[src/rtl/u16u8_pkg.sv]
// ----------------------------------------------------------------------------
// u16u8_pkg
// Shared types and codes for the UTF-16 to UTF-8 transcoder.
// ----------------------------------------------------------------------------
package u16u8_pkg;

  // what the unit itself turns into
  typedef logic [2:0] kind_t;

  localparam kind_t KIND_NONE  = 3'd0;  // nothing of its own (new high surrogate)
  localparam kind_t KIND_ZERO  = 3'd1;  // terminating zero byte
  localparam kind_t KIND_ONE   = 3'd2;  // ASCII, one byte
  localparam kind_t KIND_TWO   = 3'd3;  // two-byte sequence
  localparam kind_t KIND_THREE = 3'd4;  // three-byte sequence
  localparam kind_t KIND_PAIR  = 3'd5;  // surrogate pair, four bytes

  localparam logic [5:0] HIGH_SURR_TAG = 6'b110110;
  localparam logic [5:0] LOW_SURR_TAG  = 6'b110111;

  // one queue entry: optional flush of a held high surrogate, then the unit
  typedef struct packed {
    logic        flush;      // emit held high surrogate as three bytes first
    logic [9:0]  held_bits;  // low ten bits of the held high surrogate
    kind_t       kind;
    logic [15:0] unit;
  } job_t;

endpackage

[src/rtl/utf16_to_utf8_transcoder_top.sv]
// ----------------------------------------------------------------------------
// utf16_to_utf8_transcoder_top
// UTF-16 code units in, UTF-8 bytes out.
// ----------------------------------------------------------------------------
// Each transaction on the slave side carries one UTF-16 code unit; each
// transaction on the master side carries one UTF-8 byte, with tlast on the
// final byte caused by that unit and tuser on the terminating zero byte that
// a zero unit produces. A high surrogate is held until the next unit: a low
// surrogate completes a four-byte sequence, anything else first flushes the
// held unit as three bytes. The output runs at one byte per cycle while
// m_tready allows it; a unit gives one to three bytes, four for the low half
// of a completed pair and none for a fresh high surrogate (up to six when a
// held unit is flushed ahead of a three-byte unit); the byte sequencer in
// the back end sets those byte counts. Units are taken every cycle while the
// job queue (QUEUE_DEPTH entries) has room, and a byte waiting in the output
// register does not stop the front end.
// ----------------------------------------------------------------------------
module utf16_to_utf8_transcoder_top
  import u16u8_pkg::*;
#(
  parameter int QUEUE_DEPTH = 4
)
(
  input  logic        clk,
  input  logic        rst,
  input  logic        s_tvalid,
  output logic        s_tready,
  input  logic [15:0] s_tdata,   // [15:0] code_unit
  output logic        m_tvalid,
  input  logic        m_tready,
  output logic [7:0]  m_tdata,   // [7:0] out_byte
  output logic        m_tlast,   // run_last
  output logic        m_tuser    // [0] string_end
);

  job_t push_job;
  job_t head;
  logic push;
  logic pop;
  logic empty;
  logic full;

  // front: classify and track held surrogate
  u16u8_front u_front (
    .clk        (clk),
    .rst        (rst),
    .unit_valid (s_tvalid),
    .unit_ready (s_tready),
    .unit       (s_tdata),
    .queue_full (full),
    .push       (push),
    .job        (push_job)
  );

  // decoupling queue
  u16u8_queue #(
    .DEPTH (QUEUE_DEPTH)
  ) u_queue (
    .clk      (clk),
    .rst      (rst),
    .push     (push),
    .push_job (push_job),
    .pop      (pop),
    .head     (head),
    .empty    (empty),
    .full     (full)
  );

  // back: byte sequencer and output register
  u16u8_back u_back (
    .clk        (clk),
    .rst        (rst),
    .head       (head),
    .empty      (empty),
    .pop        (pop),
    .byte_valid (m_tvalid),
    .byte_ready (m_tready),
    .out_byte   (m_tdata),
    .run_last   (m_tlast),
    .string_end (m_tuser)
  );

  // terminator is always a zero byte closing its run
  a_end_is_zero: assert property (@(posedge clk) disable iff (rst)
    m_tvalid && m_tuser |-> m_tlast && (m_tdata == 8'd0))
    else $error("string end on non-zero or non-final byte");

  // a lead byte of a multi-byte sequence never closes a run
  a_lead_not_last: assert property (@(posedge clk) disable iff (rst)
    m_tvalid && (m_tdata[7:6] == 2'b11) |-> !m_tlast)
    else $error("run closed on a lead byte");

endmodule

[src/rtl/u16u8_front.sv]
// ----------------------------------------------------------------------------
// u16u8_front
// Accepts code units, tracks a held high surrogate and classifies each unit
// into a job for the queue.
// ----------------------------------------------------------------------------
module u16u8_front
  import u16u8_pkg::*;
(
  input  logic        clk,
  input  logic        rst,
  input  logic        unit_valid,
  output logic        unit_ready,
  input  logic [15:0] unit,
  input  logic        queue_full,
  output logic        push,
  output job_t        job
);

  logic       held_valid;
  logic [9:0] held_bits;
  logic       is_high;
  logic       is_low;
  logic       take;

  assign is_high    = (unit[15:10] == HIGH_SURR_TAG);
  assign is_low     = (unit[15:10] == LOW_SURR_TAG);
  assign unit_ready = !queue_full;
  assign take       = unit_valid && unit_ready;

  always_comb begin
    job.held_bits = held_bits;
    job.unit      = unit;
    if (held_valid && is_low) begin
      job.flush = 1'b0;
      job.kind  = KIND_PAIR;
    end else begin
      job.flush = held_valid;
      if (unit == 16'd0) begin
        job.kind = KIND_ZERO;
      end else if (unit[15:7] == 9'd0) begin
        job.kind = KIND_ONE;
      end else if (unit[15:11] == 5'd0) begin
        job.kind = KIND_TWO;
      end else if (is_high) begin
        job.kind = KIND_NONE;
      end else begin
        job.kind = KIND_THREE;
      end
    end
  end

  // a fresh high surrogate with nothing held makes no job
  assign push = take && (held_valid || !is_high);

  always_ff @(posedge clk) begin
    if (rst) begin
      held_valid <= 1'b0;
    end else if (take) begin
      held_valid <= is_high;
    end
  end

  always_ff @(posedge clk) begin
    if (take && is_high) begin
      held_bits <= unit[9:0];
    end
  end

endmodule

[src/rtl/u16u8_queue.sv]
// ----------------------------------------------------------------------------
// u16u8_queue
// Short job queue between front and back.
// ----------------------------------------------------------------------------
module u16u8_queue
  import u16u8_pkg::*;
#(
  parameter int DEPTH = 4
)
(
  input  logic clk,
  input  logic rst,
  input  logic push,
  input  job_t push_job,
  input  logic pop,
  output job_t head,
  output logic empty,
  output logic full
);

  localparam int AW = (DEPTH > 1) ? $clog2(DEPTH) : 1;
  localparam int CW = $clog2(DEPTH + 1);
  localparam logic [AW-1:0] LAST_PTR = AW'(DEPTH - 1);
  localparam logic [CW-1:0] FULL_CNT = CW'(DEPTH);

  job_t          mem [DEPTH];
  logic [AW-1:0] wr_ptr;
  logic [AW-1:0] rd_ptr;
  logic [CW-1:0] count;
  logic          do_push;
  logic          do_pop;

  assign empty   = (count == '0);
  assign full    = (count == FULL_CNT);
  assign do_push = push && !full;
  assign do_pop  = pop && !empty;
  assign head    = mem[rd_ptr];

  always_ff @(posedge clk) begin
    if (do_push) begin
      mem[wr_ptr] <= push_job;
    end
  end

  always_ff @(posedge clk) begin
    if (rst) begin
      wr_ptr <= '0;
      rd_ptr <= '0;
      count  <= '0;
    end else begin
      if (do_push) begin
        wr_ptr <= (wr_ptr == LAST_PTR) ? '0 : wr_ptr + 1'b1;
      end
      if (do_pop) begin
        rd_ptr <= (rd_ptr == LAST_PTR) ? '0 : rd_ptr + 1'b1;
      end
      case ({do_push, do_pop})
        2'b10:   count <= count + 1'b1;
        2'b01:   count <= count - 1'b1;
        default: count <= count;
      endcase
    end
  end

  a_count_bound: assert property (@(posedge clk) disable iff (rst)
    count <= FULL_CNT)
    else $error("queue count beyond depth");

  a_no_push_full: assert property (@(posedge clk) disable iff (rst)
    full && !do_pop |=> count == FULL_CNT)
    else $error("queue lost an entry while full");

endmodule

[src/rtl/u16u8_back.sv]
// ----------------------------------------------------------------------------
// u16u8_back
// Expands queued jobs into UTF-8 bytes, one per cycle while byte_ready allows,
// into an output register.
// ----------------------------------------------------------------------------
module u16u8_back
  import u16u8_pkg::*;
(
  input  logic       clk,
  input  logic       rst,
  input  job_t       head,
  input  logic       empty,
  output logic       pop,
  output logic       byte_valid,
  input  logic       byte_ready,
  output logic [7:0] out_byte,
  output logic       run_last,
  output logic       string_end
);

  logic [2:0]  idx;
  logic [2:0]  own_cnt;
  logic [2:0]  total;
  logic [2:0]  own_idx;
  logic        in_flush;
  logic        load;
  logic        is_last;
  logic [15:0] held_unit;
  logic [4:0]  plane;
  logic [20:0] cp;
  logic [7:0]  byte_next;
  logic        end_next;

  assign held_unit = {HIGH_SURR_TAG, head.held_bits};
  // code point of the pair: plane field is bits [9:6] of the high surrogate plus one
  assign plane     = {1'b0, head.held_bits[9:6]} + 5'd1;
  assign cp        = {plane, head.held_bits[5:0], head.unit[9:0]};

  always_comb begin
    case (head.kind)
      KIND_ZERO:  own_cnt = 3'd1;
      KIND_ONE:   own_cnt = 3'd1;
      KIND_TWO:   own_cnt = 3'd2;
      KIND_THREE: own_cnt = 3'd3;
      KIND_PAIR:  own_cnt = 3'd4;
      default:    own_cnt = 3'd0;
    endcase
  end

  assign total    = own_cnt + (head.flush ? 3'd3 : 3'd0);
  assign in_flush = head.flush && (idx < 3'd3);
  assign own_idx  = head.flush ? idx - 3'd3 : idx;
  assign is_last  = (idx == total - 3'd1);

  always_comb begin
    end_next  = 1'b0;
    byte_next = 8'd0;
    if (in_flush) begin
      case (idx[1:0])
        2'd0:    byte_next = {4'hE, held_unit[15:12]};
        2'd1:    byte_next = {2'b10, held_unit[11:6]};
        default: byte_next = {2'b10, held_unit[5:0]};
      endcase
    end else begin
      case (head.kind)
        KIND_ZERO: begin
          byte_next = 8'd0;
          end_next  = 1'b1;
        end
        KIND_ONE: begin
          byte_next = head.unit[7:0];
        end
        KIND_TWO: begin
          byte_next = (own_idx == 3'd0) ? {3'b110, head.unit[10:6]}
                                        : {2'b10, head.unit[5:0]};
        end
        KIND_THREE: begin
          case (own_idx)
            3'd0:    byte_next = {4'hE, head.unit[15:12]};
            3'd1:    byte_next = {2'b10, head.unit[11:6]};
            default: byte_next = {2'b10, head.unit[5:0]};
          endcase
        end
        KIND_PAIR: begin
          case (own_idx)
            3'd0:    byte_next = {5'b11110, cp[20:18]};
            3'd1:    byte_next = {2'b10, cp[17:12]};
            3'd2:    byte_next = {2'b10, cp[11:6]};
            default: byte_next = {2'b10, cp[5:0]};
          endcase
        end
        default: begin
          byte_next = 8'd0;
        end
      endcase
    end
  end

  assign load = !empty && (!byte_valid || byte_ready);
  assign pop  = load && is_last;

  always_ff @(posedge clk) begin
    if (rst) begin
      idx        <= 3'd0;
      byte_valid <= 1'b0;
    end else begin
      if (load) begin
        idx        <= is_last ? 3'd0 : idx + 3'd1;
        byte_valid <= 1'b1;
      end else if (byte_ready) begin
        byte_valid <= 1'b0;
      end
    end
  end

  always_ff @(posedge clk) begin
    if (load) begin
      out_byte   <= byte_next;
      run_last   <= is_last;
      string_end <= end_next;
    end
  end

  a_idx_bound: assert property (@(posedge clk) disable iff (rst)
    !empty |-> idx < total)
    else $error("byte index past end of job");

endmodule
[config.mk]
export PLATFORM = sky130hd
export DESIGN_NAME = utf16_to_utf8_transcoder_top
export DESIGN_NICKNAME = d
export VERILOG_FILES = /design/src/rtl/u16u8_pkg.sv /design/src/rtl/utf16_to_utf8_transcoder_top.sv /design/src/rtl/u16u8_front.sv /design/src/rtl/u16u8_queue.sv /design/src/rtl/u16u8_back.sv
export SDC_FILE = /design/constraint.sdc
export NUM_CORES = 1
export LEC_CHECK = 0
export ABC_AREA = 0
export BUFFER_PORTS_ARGS = -buffer_cell sky130_fd_sc_hd__buf_2
export CAP_MARGIN = 20
export CORE_MARGIN = 3
export CORE_UTILIZATION = 50
export CTS_BUF_LIST = sky130_fd_sc_hd__clkbuf_2
export DETAILED_ROUTE_END_ITERATION = 12
export PLACE_DENSITY = 0.69
export RECOVER_POWER = 50
export SETUP_SLACK_MARGIN = 0.05
export SLEW_MARGIN = 20
export SYNTH_ARGS = -nofsm -noshare
export SYNTH_HDL_FRONTEND = slang
export SYNTH_SLANG_ARGS = --single-unit
[constraint.sdc]
create_clock -name clk -period 13.35 [get_ports clk]
set_input_delay 2.67 -clock clk [delete_from_list [all_inputs] [get_ports clk]]
set_output_delay 2.67 -clock clk [all_outputs]
set_load 0.005 [all_outputs]
==> metrics <==
via count=3,798; Cell variety after synth=61; WL final=between 10,000 and 15,000 microns; Clock Tree Root=clkbuf_2; HPWL after DPL=8630 microns; number of flops mapped to enable cells by yosys=140; most common flop cell mapped by yosys=edfxtp_1; final setup fails=0; Longest Clk Path Bufs=2; status=finished, violations left; Finished Cell Area=about 7300 sq um; first drt pass iteration count=5; RSZ-0062 raised after global routing=false; final period utilization=48.7%; Netlist Area Pre-Place=6780 sq um; max_slew headroom=-71.3%; Hold Buf Count CTS=0; critical-path maximum fanout=30; initial detailed-routing violation count=~330; commonest cells after routing, fill and taps aside=edfxtp_1 (140), mux4_2 (30), nor2_1 (26); Ys Warns=0; post-detailed-route via-to-cell ratio=5.85; highest clock rate=154 MHz; failing checks=capacitance limit, slew limit; Worst-Margin Slew=2570 ps; clk sinks=154; Hold Vio Cnt, Final=0; clk_lat worst skew=slightly above 700 ps; hold depth=2; Yosys top cell area share=62.0%; # H-tree levels=4; remaining antenna violation count=0; Power Dens Cells=179 nW/um^2; setup bufs post-CTS=0; ys async rst share=0%; GRT met1 Usage=27.6%; commonest non-fill, non-tap cell in the layout=edfxtp_1; Seq cells post-synth=154; Hold WC Path Type=flip-flop to flip-flop; Critical Path AT=7140 ps; CP endpoint kind=flip-flop; fin util=56.2%; Layout Skew=23.8 ps; CTS resizes=0; Rows=41; combinational share of power=35.6%; Syn Inst Count=425; largest net degree at the start of global routing=31; Cell Area, Placed=7110 sq um; CTS clk-pin slew, worst paths=220 ps; most crowded layer after global routing=met2; critical path's slowest cell=clkbuf_1; clock network power share=17.1%; critical path launch point type=flip-flop; Num CTS Buffers=17; Syn Nets=about 460; Die Height=around 120 microns; Largest stage delay, worst path=1820 ps; Global Route Usage Sum=19.3%; Area contributors post-synth=edfxtp_1 (62%), mux4_2 (10%), dfxtp_1 (4.1%); Worst IR Drop VDD=84.0 uV; sequential fraction of the synthesis area=roughly 66%; met3 Usage GRT=between 4 and 5%; setup_tns=0 ps; leak pwr=0.00240 uW; number of global-route vias before repair=roughly 3.8k; WS Path Type=flip-flop to flip-flop; Avg Cell Area, Syn=15.9 sq um; Placer Congestion=0.907; first-pass GRT wire length=21,100 microns; nets@finish=between 400 and 500; Final Max Slew Viols=31; grt ovf=0; Net Sw Power=460 uW; Starting Density=52.4%; ANT cells=0; Final Power=1300 uW; Flop pwr share=47.3%; initial antenna violation count=0; area leader, netlist=edfxtp_1; crit-path cells=clkbuf_1 -> mux4_2 -> and2b_1 -> nor2b_1 -> a21oi_1 -> ha_1 -> inv_1 -> ha_1 -> xor2_1 -> xnor2_1 -> xnor2_1 -> and3_1 -> ha_1 -> inv_1 -> fa_1 -> xor2_1 -> or3_1 -> a21oi_1; Switching Fraction=35.3%; share of layout cells above drive strength 1=19.9%; DRC=0; M2 GR Usage=29.4%; worst reg2reg path depth=18; IO Pins=32; Core Footprint=roughly 13,000 sq um; fin crit period=6500 ps; required time of the critical path=between 10,000 and 15,000 ps; number of max-cap violations=1; CTS tree=done; IO buf count=31; WL/cell=20.3 microns; die width=122 microns; synthesis-to-finish area growth=7.24%; CP dominant cell by count=ha_1; DIE AREA=15,000 sq um; cell-internal power=around 840 uW
final timing paths:
path         slack (ps)                            from                        endpoint
max                6850                       flip-flop   u_queue.count[2]$_SDFFE_PP0P_
min                 490  u_back.byte_valid$_SDFFE_PP0P_  u_back.byte_valid$_SDFFE_PP0P_
max reg2reg        6850                       flip-flop   u_queue.count[2]$_SDFFE_PP0P_
min reg2reg         490  u_back.byte_valid$_SDFFE_PP0P_  u_back.byte_valid$_SDFFE_PP0P_
power groups by stage:
stage	registers [uW]	clock network [uW]	logic (uW)
2_1_floorplan	624	0	351
4_1_cts	616	231	470
6_report	616	222	464
3_5_place_dp	627	0	468
5_1_grt	621	253	517
3_3_place_gp	625	0	468
layout make-up:
cell class / count / area, sq um
well taps: 172 / 215
clock buffers: 17 / 85.1
inverters: 20 / 75.1
flip-flops and latches: 154 / 4490
clock inverters: 15 / 118
fillers: 1053 / 5660
multi-input cells: 232 / 2110
repair buffers: 39 / 183
metrics by stage:
step	hold WS (ps)	setup WS, ps	std cells
after floorplan	459	8270	425
after global placement	459	8440	617
after detailed placement	472	8290	617
after CTS	496	8250	649
after global routing	530	6120	649
final	493	6850	649
logic make-up (layout without fill, tap and decap cells):
| logic type | count (synthesis) | in the layout | share of synthesized area, % |
|---|---|---|---|
| DFF | 154 | 154 | 66.2 |
| and+or+nand+nor | 93 | 93 | 7.61 |
| xor gates and xnor gates | 13 | 13 | 1.90 |
| buffers and inverters | 39 | 91 | 2.58 |
| adders and majority gates | 14 | 14 | 2.70 |
| AOI/OAI and AO/OA | 65 | 65 | 6.37 |
| muxes | 47 | 47 | 12.7 |
worst max-delay path, delay by kind of cell, from the launching register on:
kind                     cells  cell delay, ps
flip-flops                   1             360
adder cells (fa/ha/maj)      4            1100
AND/OR/NAND/NOR              4            1470
AO/OA/AOI/OAI                2             250
multiplexers                 1             720
XOR/XNOR                     4             620
buffers and inverters        3            1920
per-layer routing:
layer  vias up  share of wire, %
met5         -                 0
met4         0               1.2
met3        13               5.2
met2       111                48
met1      1922                46
li1       1752                 -
state kept, by name, summed over array words and instances, names as in the netlist, named ones only:
| name | flops |
|---|---|
| u_back.byte_valid | 1 |
| u_back.idx | 3 |
| u_back.out_byte | 8 |
| u_back.run_last | 1 |
| u_back.string_end | 1 |
| u_front.held_bits | 10 |
| u_front.held_valid | 1 |
| u_queue.count | 3 |
| u_queue.mem | 120 |
| u_queue.rd_ptr | 2 |
| u_queue.wr_ptr | 2 |
cell usage after synthesis (2+ instances only):
| cell type | instances |
|---|---|
| a221oi_1 | 2 |
| a31oi_1 | 5 |
| mux2_2 | 6 |
| xor2_1 | 7 |
| xnor2_2 | 2 |
| a32oi_1 | 2 |
| o211ai_1 | 5 |
| o31ai_1 | 2 |
| ha_1 | 13 |
| a22oi_1 | 4 |
| buf_2 | 5 |
| buf_1 | 2 |
| a21oi_1 | 18 |
| nor2b_1 | 4 |
| edfxtp_1 | 140 |
| xnor2_1 | 4 |
| inv_1 | 20 |
| nor3_1 | 12 |
| dfxtp_1 | 14 |
| nand2_1 | 10 |
| and3_1 | 4 |
| nor4bb_1 | 2 |
| and2_1 | 8 |
| a22o_1 | 3 |
| nand4_1 | 2 |
| a221o_1 | 2 |
| o21ai_0 | 12 |
| mux2i_1 | 10 |
| buf_4 | 4 |
| or3_1 | 2 |
| clkbuf_1 | 7 |
| nor4_1 | 2 |
| nor2_1 | 26 |
| o21a_1 | 2 |
| mux4_2 | 30 |
| nand3_1 | 7 |
(Power assumes the default switching activity.)
